<file path="config.mk">
export PLATFORM = sky130hd
export DESIGN_NAME = page_lock_table_wait_die_unit_flat
export DESIGN_NICKNAME = d
export VERILOG_FILES = /design/src/hw/rtl/pltwd_pkg.sv /design/src/hw/rtl/pltwd_if.sv /design/src/hw/rtl/page_lock_table_wait_die_unit.sv /design/src/flat_wrapper.sv
export SDC_FILE = /design/constraint.sdc
export NUM_CORES = 2
export LEC_CHECK = 0
export BUFFER_PORTS_ARGS = -buffer_cell sky130_fd_sc_hd__buf_2
export CAP_MARGIN = 0
export CORE_MARGIN = 4
export CORE_UTILIZATION = 35
export DETAILED_ROUTE_END_ITERATION = 10
export PLACE_DENSITY = 0.47
export SLEW_MARGIN = 15
export SYNTH_ARGS = -nofsm -noshare
export SYNTH_HDL_FRONTEND = slang
export SYNTH_SLANG_ARGS = --single-unit
</file>
<file path="constraint.sdc">
create_clock -name clk -period 24.8 [get_ports clk]
set_input_delay 2.48 -clock clk [delete_from_list [all_inputs] [get_ports clk]]
set_output_delay 2.48 -clock clk [all_outputs]
set_load 0.05 [all_outputs]
</file>
<file path="src/hw/rtl/pltwd_pkg.sv">
// shared types and constants for the page lock table
package pltwd_pkg;
	localparam int TableSlotsDef = 64;
	localparam int TxnCountDef = 16;
	localparam int PageBitsDef = 32;

	localparam logic [1:0] CMD_ACQUIRE = 2'd0;
	localparam logic [1:0] CMD_RELEASE = 2'd1;
	localparam logic [1:0] CMD_QUERY   = 2'd2;

	localparam logic [2:0] ST_GRANTED = 3'd0;
	localparam logic [2:0] ST_HELD    = 3'd1;
	localparam logic [2:0] ST_WAIT    = 3'd2;
	localparam logic [2:0] ST_ABORT   = 3'd3;
	localparam logic [2:0] ST_FULL    = 3'd4;
	localparam logic [2:0] ST_DONE    = 3'd5;

	typedef enum logic [2:0] {
		S_IDLE,
		S_READ,
		S_SCAN,
		S_DECIDE,
		S_WRITE,
		S_OUT
	} state_t;
endpackage

</file>
<file path="src/hw/rtl/pltwd_if.sv">
// valid/ready channel interface
interface pltwd_if #(parameter int W = 8);
	logic valid;
	logic ready;
	logic [W-1:0] data;
	modport source (output valid, output data, input ready);
	modport sink (input valid, input data, output ready);
endinterface

</file>
<file path="src/hw/rtl/page_lock_table_wait_die_unit.sv">
// page lock table with shared/exclusive modes and wait-die conflict handling
//
// One command is taken at a time. Every command walks the slot table once,
// one slot per cycle through a single registered read port, so a release or
// query goes from one accepted transfer to the next through accept, read
// setup, the slot scan, decide and result. Every acquire also passes through
// a write state between decide and result, whether or not it changes a slot.
// The result waits in an output register until transferred, so an output
// stall holds it there, then the next command is accepted. Input payload packs
// {lock_mode, page_id, txn_id, command}; output payload packs {holds_any, status}.
// Used and exclusive-valid bits live in flip-flops cleared at reset; page,
// owner and holder mask live in a memory written one slot per cycle.
module page_lock_table_wait_die_unit
	import pltwd_pkg::*;
#(
	parameter int TABLE_SLOTS = TableSlotsDef,
	parameter int TXN_COUNT = TxnCountDef,
	parameter int PAGE_BITS = PageBitsDef
) (
	input logic clk,
	input logic arst_n,
	pltwd_if.sink in_ch,
	pltwd_if.source out_ch
);
	localparam int SW = $clog2(TABLE_SLOTS);
	localparam int TW = $clog2(TXN_COUNT);
	localparam int EW = PAGE_BITS + TW + TXN_COUNT;

	// input fields
	logic [1:0] cmd_in;
	logic [3:0] txn_in;
	logic [31:0] page_in;
	logic mode_in;
	assign cmd_in = in_ch.data[1:0];
	assign txn_in = in_ch.data[5:2];
	assign page_in = in_ch.data[37:6];
	assign mode_in = in_ch.data[38];

	state_t state_q, state_d;
	logic [1:0] cmd_q;
	logic [3:0] txn_q;
	logic [PAGE_BITS-1:0] page_q;
	logic mode_q;
	logic [SW:0] idx_q;      // address being read
	logic [SW-1:0] rd_slot_q; // slot of registered read data
	logic rd_vld_q;
	logic hit_q, free_q;
	logic [SW-1:0] hit_slot_q, free_slot_q;
	logic [TW-1:0] hit_own_q;
	logic [TXN_COUNT-1:0] hit_mask_q;
	logic any_q;
	logic [2:0] status_q;
	logic holds_q;
	logic out_valid_q;

	logic [TABLE_SLOTS-1:0] used_q, xv_q;
	logic [EW-1:0] mem [TABLE_SLOTS];
	logic [EW-1:0] rdata_q;

	// write port driven by the sequencer
	logic we;
	logic [SW-1:0] waddr;
	logic [EW-1:0] wdata;

	// decoded read data
	logic [PAGE_BITS-1:0] r_page;
	logic [TW-1:0] r_own;
	logic [TXN_COUNT-1:0] r_mask;
	assign r_page = rdata_q[EW-1 -: PAGE_BITS];
	assign r_own = rdata_q[TXN_COUNT +: TW];
	assign r_mask = rdata_q[TXN_COUNT-1:0];

	logic txn_ok;
	logic [TW-1:0] txn_t;
	logic [TXN_COUNT-1:0] me;
	assign txn_ok = ({28'd0, txn_q} < 32'(TXN_COUNT));
	assign txn_t = TW'(txn_q);
	assign me = txn_ok ? (TXN_COUNT'(1) << txn_t) : '0;

	logic last_read;
	assign last_read = (idx_q == (SW+1)'(TABLE_SLOTS));

	// slot currently at the read output
	logic r_used, r_xv, r_mine;
	logic [TXN_COUNT-1:0] r_mask_new;
	logic r_xv_new;
	assign r_used = used_q[rd_slot_q];
	assign r_xv = xv_q[rd_slot_q];
	assign r_mine = ((r_mask & me) != '0) || (r_xv && r_own == txn_t && txn_ok);
	assign r_mask_new = r_mask & ~me;
	assign r_xv_new = r_xv && !(r_own == txn_t && txn_ok);

	// decision for acquire, from the matched slot
	logic [TXN_COUNT-1:0] others;
	logic [TXN_COUNT-1:0] older;
	logic d_xv_mine, conflict_abort;
	logic [2:0] acq_status;
	logic acq_write_new, acq_write_hit;
	always_comb begin
		d_xv_mine = xv_q[hit_slot_q] && hit_own_q == txn_t;
		others = hit_mask_q & ~me;
		if (xv_q[hit_slot_q])
			others = others | (TXN_COUNT'(1) << hit_own_q);
		// older transactions are those numbered at or below the requester
		older = (me << 1) - TXN_COUNT'(1);
		conflict_abort = (others & older) != '0;
		acq_write_new = 1'b0;
		acq_write_hit = 1'b0;
		if (!txn_ok) begin
			acq_status = ST_ABORT;
		end else if (!hit_q) begin
			acq_status = free_q ? ST_GRANTED : ST_FULL;
			acq_write_new = free_q;
		end else if (d_xv_mine || (!mode_q && (hit_mask_q & me) != '0)) begin
			acq_status = ST_HELD;
		end else if (!xv_q[hit_slot_q] && (!mode_q || others == '0)) begin
			acq_status = ST_GRANTED;
			acq_write_hit = 1'b1;
		end else begin
			acq_status = conflict_abort ? ST_ABORT : ST_WAIT;
		end
	end

	// next state
	always_comb begin
		state_d = state_q;
		case (state_q)
			S_IDLE:   if (in_ch.valid) state_d = S_READ;
			S_READ:   state_d = S_SCAN;
			S_SCAN:   if (last_read) state_d = S_DECIDE;
			S_DECIDE: state_d = (cmd_q == CMD_ACQUIRE) ? S_WRITE : S_OUT;
			S_WRITE:  state_d = S_OUT;
			S_OUT:    if (out_ch.ready) state_d = S_IDLE;
			default:  state_d = S_IDLE;
		endcase
	end

	// memory write selection: release writes per slot during scan, acquire at most once
	always_comb begin
		we = 1'b0;
		waddr = rd_slot_q;
		wdata = {r_page, r_own, r_mask_new};
		if (state_q == S_SCAN && rd_vld_q && cmd_q == CMD_RELEASE && r_used) begin
			we = 1'b1;
		end else if (state_q == S_WRITE && acq_write_new) begin
			we = 1'b1;
			waddr = free_slot_q;
			wdata = {page_q, txn_t, mode_q ? TXN_COUNT'(0) : me};
		end else if (state_q == S_WRITE && acq_write_hit) begin
			we = 1'b1;
			waddr = hit_slot_q;
			wdata = {page_q, txn_t, mode_q ? (hit_mask_q & ~me) : (hit_mask_q | me)};
		end
	end

	assign in_ch.ready = (state_q == S_IDLE);
	assign out_ch.valid = out_valid_q;
	assign out_ch.data = {holds_q, status_q};

	// memory with registered read
	always_ff @(posedge clk) begin
		if (we)
			mem[waddr] <= wdata;
		rdata_q <= mem[idx_q[SW-1:0]];
	end

	// payload registers
	always_ff @(posedge clk) begin
		if (state_q == S_IDLE && in_ch.valid) begin
			cmd_q <= cmd_in;
			txn_q <= txn_in;
			page_q <= PAGE_BITS'(page_in);
			mode_q <= mode_in;
		end
		rd_slot_q <= idx_q[SW-1:0];
		if (state_q == S_SCAN && rd_vld_q && r_used && !hit_q && r_page == page_q) begin
			hit_slot_q <= rd_slot_q;
			hit_own_q <= r_own;
			hit_mask_q <= r_mask;
		end
		if (state_q == S_SCAN && rd_vld_q && !r_used && !free_q)
			free_slot_q <= rd_slot_q;
	end

	// control
	always_ff @(posedge clk or negedge arst_n) begin
		if (!arst_n) begin
			state_q <= S_IDLE;
			idx_q <= '0;
			rd_vld_q <= 1'b0;
			hit_q <= 1'b0;
			free_q <= 1'b0;
			any_q <= 1'b0;
			used_q <= '0;
			xv_q <= '0;
			status_q <= ST_DONE;
			holds_q <= 1'b0;
			out_valid_q <= 1'b0;
		end else begin
			state_q <= state_d;
			case (state_q)
				S_IDLE: begin
					idx_q <= '0;
					rd_vld_q <= 1'b0;
					hit_q <= 1'b0;
					free_q <= 1'b0;
					any_q <= 1'b0;
				end
				S_READ: begin
					idx_q <= idx_q + (SW+1)'(1);
					rd_vld_q <= 1'b1;
				end
				S_SCAN: begin
					if (!last_read)
						idx_q <= idx_q + (SW+1)'(1);
					if (rd_vld_q && r_used) begin
						if (!hit_q && r_page == page_q)
							hit_q <= 1'b1;
						if (r_mine)
							any_q <= 1'b1;
						if (cmd_q == CMD_RELEASE && txn_ok) begin
							xv_q[rd_slot_q] <= r_xv_new;
							if (r_mask_new == '0 && !r_xv_new)
								used_q[rd_slot_q] <= 1'b0;
						end
					end else if (rd_vld_q && !free_q) begin
						free_q <= 1'b1;
					end
					// final slot arrives on the last read cycle, then stop
					if (last_read)
						rd_vld_q <= 1'b0;
				end
				S_DECIDE: begin
					if (cmd_q == CMD_ACQUIRE) begin
						status_q <= acq_status;
						holds_q <= 1'b0;
					end else begin
						status_q <= ST_DONE;
						holds_q <= (cmd_q == CMD_QUERY) && any_q && txn_ok;
						out_valid_q <= 1'b1;
					end
				end
				S_WRITE: begin
					if (acq_write_new) begin
						used_q[free_slot_q] <= 1'b1;
						xv_q[free_slot_q] <= mode_q;
					end else if (acq_write_hit && mode_q) begin
						xv_q[hit_slot_q] <= 1'b1;
					end
					out_valid_q <= 1'b1;
				end
				S_OUT: begin
					if (out_ch.ready)
						out_valid_q <= 1'b0;
				end
				default: ;
			endcase
		end
	end
endmodule

</file>
<file path="src/flat_wrapper.sv">
// flat-port wrapper written by rule: the top's interface ports become plain ports
module page_lock_table_wait_die_unit_flat import pltwd_pkg::*;
#(
	parameter int TABLE_SLOTS = TableSlotsDef,
	parameter int TXN_COUNT = TxnCountDef,
	parameter int PAGE_BITS = PageBitsDef
)
  (clk, arst_n, in_ch_valid, in_ch_data, in_ch_ready, out_ch_valid, out_ch_data, out_ch_ready);
  pltwd_if #(.W((2 + 4 + 32 + 1))) in_ch_i ();
  pltwd_if #(.W((3 + 1))) out_ch_i ();
  input logic clk;
  input logic arst_n;
  input wire logic [$bits(in_ch_i.valid)-1:0] in_ch_valid;
  input wire logic [$bits(in_ch_i.data)-1:0] in_ch_data;
  output wire logic [$bits(in_ch_i.ready)-1:0] in_ch_ready;
  output wire logic [$bits(out_ch_i.valid)-1:0] out_ch_valid;
  output wire logic [$bits(out_ch_i.data)-1:0] out_ch_data;
  input wire logic [$bits(out_ch_i.ready)-1:0] out_ch_ready;
  assign in_ch_i.valid = in_ch_valid;
  assign in_ch_i.data = in_ch_data;
  assign in_ch_ready = in_ch_i.ready;
  assign out_ch_valid = out_ch_i.valid;
  assign out_ch_data = out_ch_i.data;
  assign out_ch_i.ready = out_ch_ready;
  page_lock_table_wait_die_unit #(.TABLE_SLOTS(TABLE_SLOTS), .TXN_COUNT(TXN_COUNT), .PAGE_BITS(PAGE_BITS)) u_core (.clk(clk), .arst_n(arst_n), .in_ch(in_ch_i), .out_ch(out_ch_i));
endmodule
</file>
# Yosys cells after proc, flatten, opt, wreduce, memory -nomap -nowiden

Memories as Yosys holds them, arrays and structs flattened. A register that Yosys moved wholly into a read port is not among the register bits.
Cells that the tools add are included.

Add/sub/neg operators: 2
$lt $le $gt $ge: 6
Eq/ne operators: 25
Shifts and indexed selects: 2
Mux-type cells: 70
Bitwise logic cells: 12
Reductions and logical operators: 55

Operators with widths:

| operator             | count |
|---|---|
| $mux 64              | 8 |
| $pmux 64 s2          | 2 |
| $mux 52              | 3 |
| $bwmux 64            | 2 |
| $or 64x64->64        | 2 |
| $and 16x16->16       | 5 |
| $and 64x64->64       | 1 |
| $not 64->64          | 1 |
| $mux 16              | 3 |
| $reduce_bool 16->1   | 3 |
| $eq 32x32->1         | 1 |
| $logic_not 16->1     | 2 |
| $or 16x16->16        | 2 |
| $shl 1x4->16 const A | 2 |
| $mux 1               | 27 |
| $logic_and 1x1->1    | 25 |
| $mux 3               | 8 |
| $lt 6x7->1 const B   | 3 |
| $pmux 7 s3           | 1 |
| $ne 2x2->1 const B   | 10 |
| $bmux 1 s6           | 3 |
| $demux 1 s6          | 3 |
| $ge 6x1->1 const B   | 3 |
| $mux 6               | 3 |
| 26 further kinds     | 49 |

Bits in registers: 224
Memory bits (writable): 3,328
Output and inout bits: 6
Word-level logic and storage cells: 193
Memories kept: 1

Memories:

| memory     | depth | width | read ports | clocked after Yosys merged registers in | write ports | line                                | source |
|---|---|---|---|---|---|---|---|
| u_core.mem | 64    | 52    | 1          | 1                                       | 1           | page_lock_table_wait_die_unit.sv:57 | `logic [EW-1:0] mem [TABLE_SLOTS];` |

# Depth between registers and ports, before layout

Word-level depth: 17
Depth in mapped cells: 16
Depth with buffers taken out: 12

# Worst setup path after synthesis

OpenSTA, ideal clock, no wires.

Path type: reg2reg
Start point: register u_core.txn_q[1]
End point: memory u_core.mem[32][0] in the netlist's numbering, enable pin
Setup time: 0.740 ns
Arrival time: 10.783 ns
Data required time: 24.060 ns
Path slack: 13.277 ns
Cell stages (with the launch flop): 13
Buffers on the path: 3
Period minus slack after synthesis: 11.523 ns
Path through: edfxtp_1 -> buf_6 -> buf_6 -> nor4b_2 -> a31oi_1 -> o22a_1 -> o41ai_2 -> nand4_1 -> o21ai_2 -> o221a_2 -> buf_2 -> nand2_1 -> a2111oi_0

Word-level cells in the longest chain between the ends: 17
Elaborated cells between the ends (all ways): 26
Classes of those cells: 1 x eq/ne; 1 x shift; 12 x mux; 4 x bitwise; 8 x reduce/logical

RTL lines:

| element                      | line                                 | source |
|---|---|---|
| from (decl)                  | page_lock_table_wait_die_unit.sv:41  | `logic [3:0] txn_q;` |
| from (signal assigned)       | page_lock_table_wait_die_unit.sv:171 | `txn_q <= txn_in;` |
| $shl 1x4->16                 | page_lock_table_wait_die_unit.sv:78  | `assign me = txn_ok ? (TXN_COUNT'(1) << txn_t) : '0;` |
| $not 16->16                  | page_lock_table_wait_die_unit.sv:101 | `others = hit_mask_q & ~me;` |
| $and 16x16->16               | page_lock_table_wait_die_unit.sv:101 |  |
| $or 16x16->16                | page_lock_table_wait_die_unit.sv:103 | `others = others \| (TXN_COUNT'(1) << hit_own_q);` |
| $mux 16                      | page_lock_table_wait_die_unit.sv:102 | `if (xv_q[hit_slot_q])` |
| $logic_not 16->1             | page_lock_table_wait_die_unit.sv:116 | `end else if (!xv_q[hit_slot_q] && (!mode_q \|\| others == '0)) begin` |
| $logic_or 1x1->1             | page_lock_table_wait_die_unit.sv:116 |  |
| $logic_and 1x1->1            | page_lock_table_wait_die_unit.sv:116 |  |
| $mux 1                       | page_lock_table_wait_die_unit.sv:116 |  |
| $mux 1 *                     | page_lock_table_wait_die_unit.sv:114 | `end else if (d_xv_mine \|\| (!mode_q && (hit_mask_q & me) != '0)) begin` |
| $mux 1 *                     | page_lock_table_wait_die_unit.sv:111 | `end else if (!hit_q) begin` |
| $logic_and 1x1->1 *          | page_lock_table_wait_die_unit.sv:149 | `end else if (state_q == S_WRITE && acq_write_hit) begin` |
| $mux 1                       | page_lock_table_wait_die_unit.sv:149 |  |
| $mux 1                       | page_lock_table_wait_die_unit.sv:145 | `end else if (state_q == S_WRITE && acq_write_new) begin` |
| $mux 1                       | page_lock_table_wait_die_unit.sv:143 | `if (state_q == S_SCAN && rd_vld_q && cmd_q == CMD_RELEASE && r_used) begin` |
| $mux 1                       | page_lock_table_wait_die_unit.sv:162 | `if (we)` |
| $mux 1 (implied by the code) | page_lock_table_wait_die_unit.sv:163 | `mem[waddr] <= wdata;` |
| to (decl)                    | page_lock_table_wait_die_unit.sv:57  |  |

Every way passes the cells marked *; elsewhere a longest branch is shown, timed or not.

# Final worst setup path

Start point: register u_core.hit_slot_q[1]
End point: memory u_core.mem[9][13] in the netlist's numbering, enable pin

Word-level cells in the longest chain between the ends: 15
Elaborated cells between the ends (all ways): 21
Classes of those cells: 14 x mux; 7 x reduce/logical

RTL lines:

| element                      | line                                                                                                             | source |
|---|---|---|
| from (decl)                  | page_lock_table_wait_die_unit.sv:48                                                                              | `logic [SW-1:0] hit_slot_q, free_slot_q;` |
| from (signal assigned)       | page_lock_table_wait_die_unit.sv:177                                                                             | `hit_slot_q <= rd_slot_q;` |
| $bmux 1 s6                   | page_lock_table_wait_die_unit.sv:100, page_lock_table_wait_die_unit.sv:102, page_lock_table_wait_die_unit.sv:116 |  |
| $mux 1 (implied by the code) | page_lock_table_wait_die_unit.sv:100, page_lock_table_wait_die_unit.sv:102, page_lock_table_wait_die_unit.sv:116 |  |
| $mux 16                      | page_lock_table_wait_die_unit.sv:102                                                                             |  |
| $logic_not 16->1             | page_lock_table_wait_die_unit.sv:116                                                                             |  |
| $logic_or 1x1->1             | page_lock_table_wait_die_unit.sv:116                                                                             |  |
| $logic_and 1x1->1            | page_lock_table_wait_die_unit.sv:116                                                                             |  |
| $mux 1                       | page_lock_table_wait_die_unit.sv:116                                                                             |  |
| $mux 1                       | page_lock_table_wait_die_unit.sv:114                                                                             |  |
| $mux 1                       | page_lock_table_wait_die_unit.sv:111                                                                             |  |
| $logic_and 1x1->1            | page_lock_table_wait_die_unit.sv:149                                                                             |  |
| $mux 1                       | page_lock_table_wait_die_unit.sv:149                                                                             |  |
| $mux 1                       | page_lock_table_wait_die_unit.sv:145                                                                             |  |
| $mux 1                       | page_lock_table_wait_die_unit.sv:143                                                                             |  |
| $mux 1                       | page_lock_table_wait_die_unit.sv:162                                                                             |  |
| $mux 1 (implied by the code) | page_lock_table_wait_die_unit.sv:163                                                                             |  |

Parallel ways exist; a longest one is shown, timed or not. The select of a mux whose other input is x is not followed.

==> results.toml <==
[finish]
fin_nets = 7108
fin_util_pct = 40.3
area.growth.synth_to_final_pct = 14.6
final_cell_area_sq_mm = 0.164
drive_gt1_share_pct = 28.2

[routing]
via_per_inst = 5.72
drtIter0Drc = 8473
postRouteAntennaNets = 0
wirelength_mm = 437
dr_total_vias = 73375
drcViolationCount = 0
first_pass_iters = 6
wire_per_inst_microns = 34.1

[synth]
async_flop_share_pct = 4.08
netlist_area_sq_mm = 0.143
synth_edf_count = 3399
synthCells = 6812
ys_ff_latch = 3604
ys.flop_type = "edfxtp_1"
yosysWarnings = 0
ys_types = 93
ys_seq_area_share_pct = 74.9
synth_largest_area_cell = "edfxtp_1"
synthTopCellsByArea = "edfxtp_1, mux4_2, dfrtp_1, a21oi_1, mux2i_1"
syn-mean-instance-area_sq_um = 21.0
syn-num-nets = 6858
yosys.area.top_type_share_pct = 71.5

[critical_path]
path_class = "flip-flop to flip-flop"
arrival_ns = 8.17
cp_max_fo = 27
timing.critical_path.required_ns = 25.35
endpoint_kind = "flip-flop"
start_kind = "flip-flop"

[cts]
insertion_delay_ns = 0.97
cts_tree = "done"
post_cts_resized = 0
hold_buffers = 0
cts.sinks = 3604
cts_max_level = 5
root_buffer = "clkbuf_16"
clock_path_buffers = 4
clk_pin_slew_worst_paths_ns = 0.06
cts_inserted_buffers = 388
post_cts_buffers = 0

[power]
powerDensity_mw_per_mm2 = 112
p_leak_nw = 49.4
total_power_mw = 18.3
max-vdd-ir-drop_uv = 79.2

[sta]
slew_viol_final = 0
setup_viol = 0
rsz0062_at_grt = "no"
slew-limit-headroom_pct = 11.7
tightest_slew_ns = 1.32
period_share_pct = 30.7
fin_ws_ns = 17.18
skew_ns = 0.0745
tns_ns = 0
finalCriticalPeriod_ns = 7.62
timing.fmax_mhz = 131
hold_viol = 0

[global_route]
grt_use_total_pct = 20.6
grt-ovfl-total = 0
grt_max_degree = 112
antenna_found_initial = 25
grt_pass1_wl_mm = 608
grt_pass1_vias = 74089

[die]
fp-row-count = 234
die_area_sq_mm = 0.418
pin_count = 49
die_h_microns = 647
core_area_sq_mm = 0.406
initial_core_util_pct = 35.1
die_x_microns = 647

[placement]
post-place-ws_ns = 17.14
placed_area_sq_mm = 0.151
place_hpwl_mm = 246
place_congestion = 0.845
io_buffers = 48

[job]
maxCapViolCount = 0

[min_path]
worst_hold_path_type = "flip-flop to flip-flop"

[outcome]
status = "finished, final reports clean"
final timing paths:
check	slack [ns]	depth (start not counted)	to	startpoint
setup / recovery	17.18	12	u_core.mem[9][13]	u_core.hit_slot_q[1]
hold / removal	0.48	2	u_core.status_q[2]	u_core.status_q[2]
setup reg to reg	17.18	12	u_core.mem[9][13]	u_core.hit_slot_q[1]
hold reg to reg	0.48	2	u_core.status_q[2]	u_core.status_q[2]
max in group asynchronous	21.76	2	u_core.used_q[1]	arst_n
min in group asynchronous	1.59	1	u_core.xv_q[28]	arst_n
critical path: stages, from the launching register on:
cell and delay (ns):
edfxtp_1 1.08, inv_1 0.61, nor3_2 1.18, a32o_1 0.29
a221oi_2 0.10, nand4_2 0.26, or2_1 0.15, buf_4 0.36
o221ai_1 0.43, or3_1 0.68, nor2_4 0.77, buf_4 0.55
buf_4 0.56
cells by family after synthesis:
kind of cell | count (synthesis) | synth area share [%]
adders and majority gates | 4 | 0.0333
xor gates and xnor gates | 45 | 0.276
and+or+nand+nor | 719 | 2.42
AOI/OAI and AO/OA | 787 | 3.59
muxes | 1208 | 17.5
buffers and inverters | 445 | 1.29
DFF | 3604 | 74.9
sequential cells by signal, indices dropped and copies added (netlist names), 2 cells and up:
signal	flops
u_core.status_q	3
u_core.idx_q	7
u_core.state_q	3
u_core.hit_slot_q	6
u_core.page_q	32
u_core.hit_own_q	4
u_core.cmd_q	2
u_core.used_q	64
u_core.mem	3328
u_core.free_slot_q	6
u_core.rdata_q	52
u_core.hit_mask_q	16
u_core.txn_q	4
u_core.xv_q	64
u_core.rd_slot_q	6
Yosys cell counts (8+ instances only):
cell type  instances
edfxtp_1        3399
mux4_2          1029
nor2_1           271
clkbuf_1         263
a21oi_1          257
dfrtp_1          145
nand2_1          139
mux2i_1          121
o21ai_0          114
buf_1             82
nor3_1            72
o31ai_1           68
a221oi_1          64
nand3_1           61
buf_2             60
a211oi_1          59
dfxtp_1           58
mux2_2            58
a31oi_1           52
o22ai_1           49
nor2b_1           38
xor2_1            32
inv_1             20
nand2b_1          16
o221ai_1          16
a22oi_1           14
and3_1            14
o32ai_1           14
nand4_1           13
xnor2_1           13
nor3b_1           12
nor4_1            12
buf_4             10
nand3b_1          10
and2_1             8
or2_2              8
or3_1              8
stage by stage:
step                      hold slack (ns)  cells
final                               0.477  12825
after global routing                0.499  12820
after CTS                           0.484  12817
after detailed placement            0.475  12098
after global placement              0.468  12096
after floorplan                     0.345   6812
routing by layer:
layer,wire length [microns],vias to the layer above,global-route usage (%)
li1,-,29407,-
met1,192000,40564,30.0
met2,208000,2865,33.1
met3,27500,537,2.93
met4,9050,2,4.17
met5,7,-,0
layout make-up:
type                            instances  area [sq um]
Sequential cell                      3604        107000
Clock inverter                        223          2260
Fill cell                           36048        243000
Multi-Input combinational cell       2763         34900
Tap cell                             5428          6790
Antenna cell                            6          15.0
Timing Repair Buffer                  283          2220
Clock buffer                          496         10400
Inverter                               22          82.6
placed cells by master, fill, tap and decap left out, drive strengths merged, types with 14 or more instances in the layout:
| cell | netlist | routed |
|---|---|---|
| o221ai | 17 | 17 |
| nand4 | 14 | 14 |
| mux2i | 121 | 121 |
| buf | 159 | 283 |
| nor2 | 278 | 278 |
| a221oi | 65 | 65 |
| nor3 | 73 | 73 |
| o21ai | 117 | 117 |
| a22oi | 14 | 14 |
| clkinv | 2 | 165 |
| nor3b | 14 | 14 |
| nand2b | 16 | 16 |
| clkbuf | 264 | 496 |
| a31oi | 52 | 52 |
| a21oi | 257 | 257 |
| xor2 | 32 | 32 |
| nor2b | 38 | 38 |
| dfrtp | 145 | 145 |
| o31ai | 69 | 69 |
| edfxtp | 3399 | 3399 |
| nand3 | 61 | 61 |
| nand2 | 139 | 139 |
| dfxtp | 58 | 58 |
| o32ai | 14 | 14 |
| inv | 20 | 32 |
| mux4 | 1029 | 1029 |
| a211oi | 59 | 59 |
| clkinvlp | 0 | 14 |
| o22ai | 49 | 49 |
| and3 | 15 | 15 |
| mux2 | 58 | 58 |
| bufinv | 0 | 34 |
report_power, final:
| group | total [mW] | switching [mW] | internal, mW |
|---|---|---|---|
| Sequential | 7.98 | 0.213 | 7.76 |
| Clock | 5.78 | 2.44 | 3.34 |
| Combinational | 4.53 | 2.91 | 1.61 |
| Total | 18.3 | 5.57 | 12.7 |
Note: power is estimated with default switching activity, not from simulation.
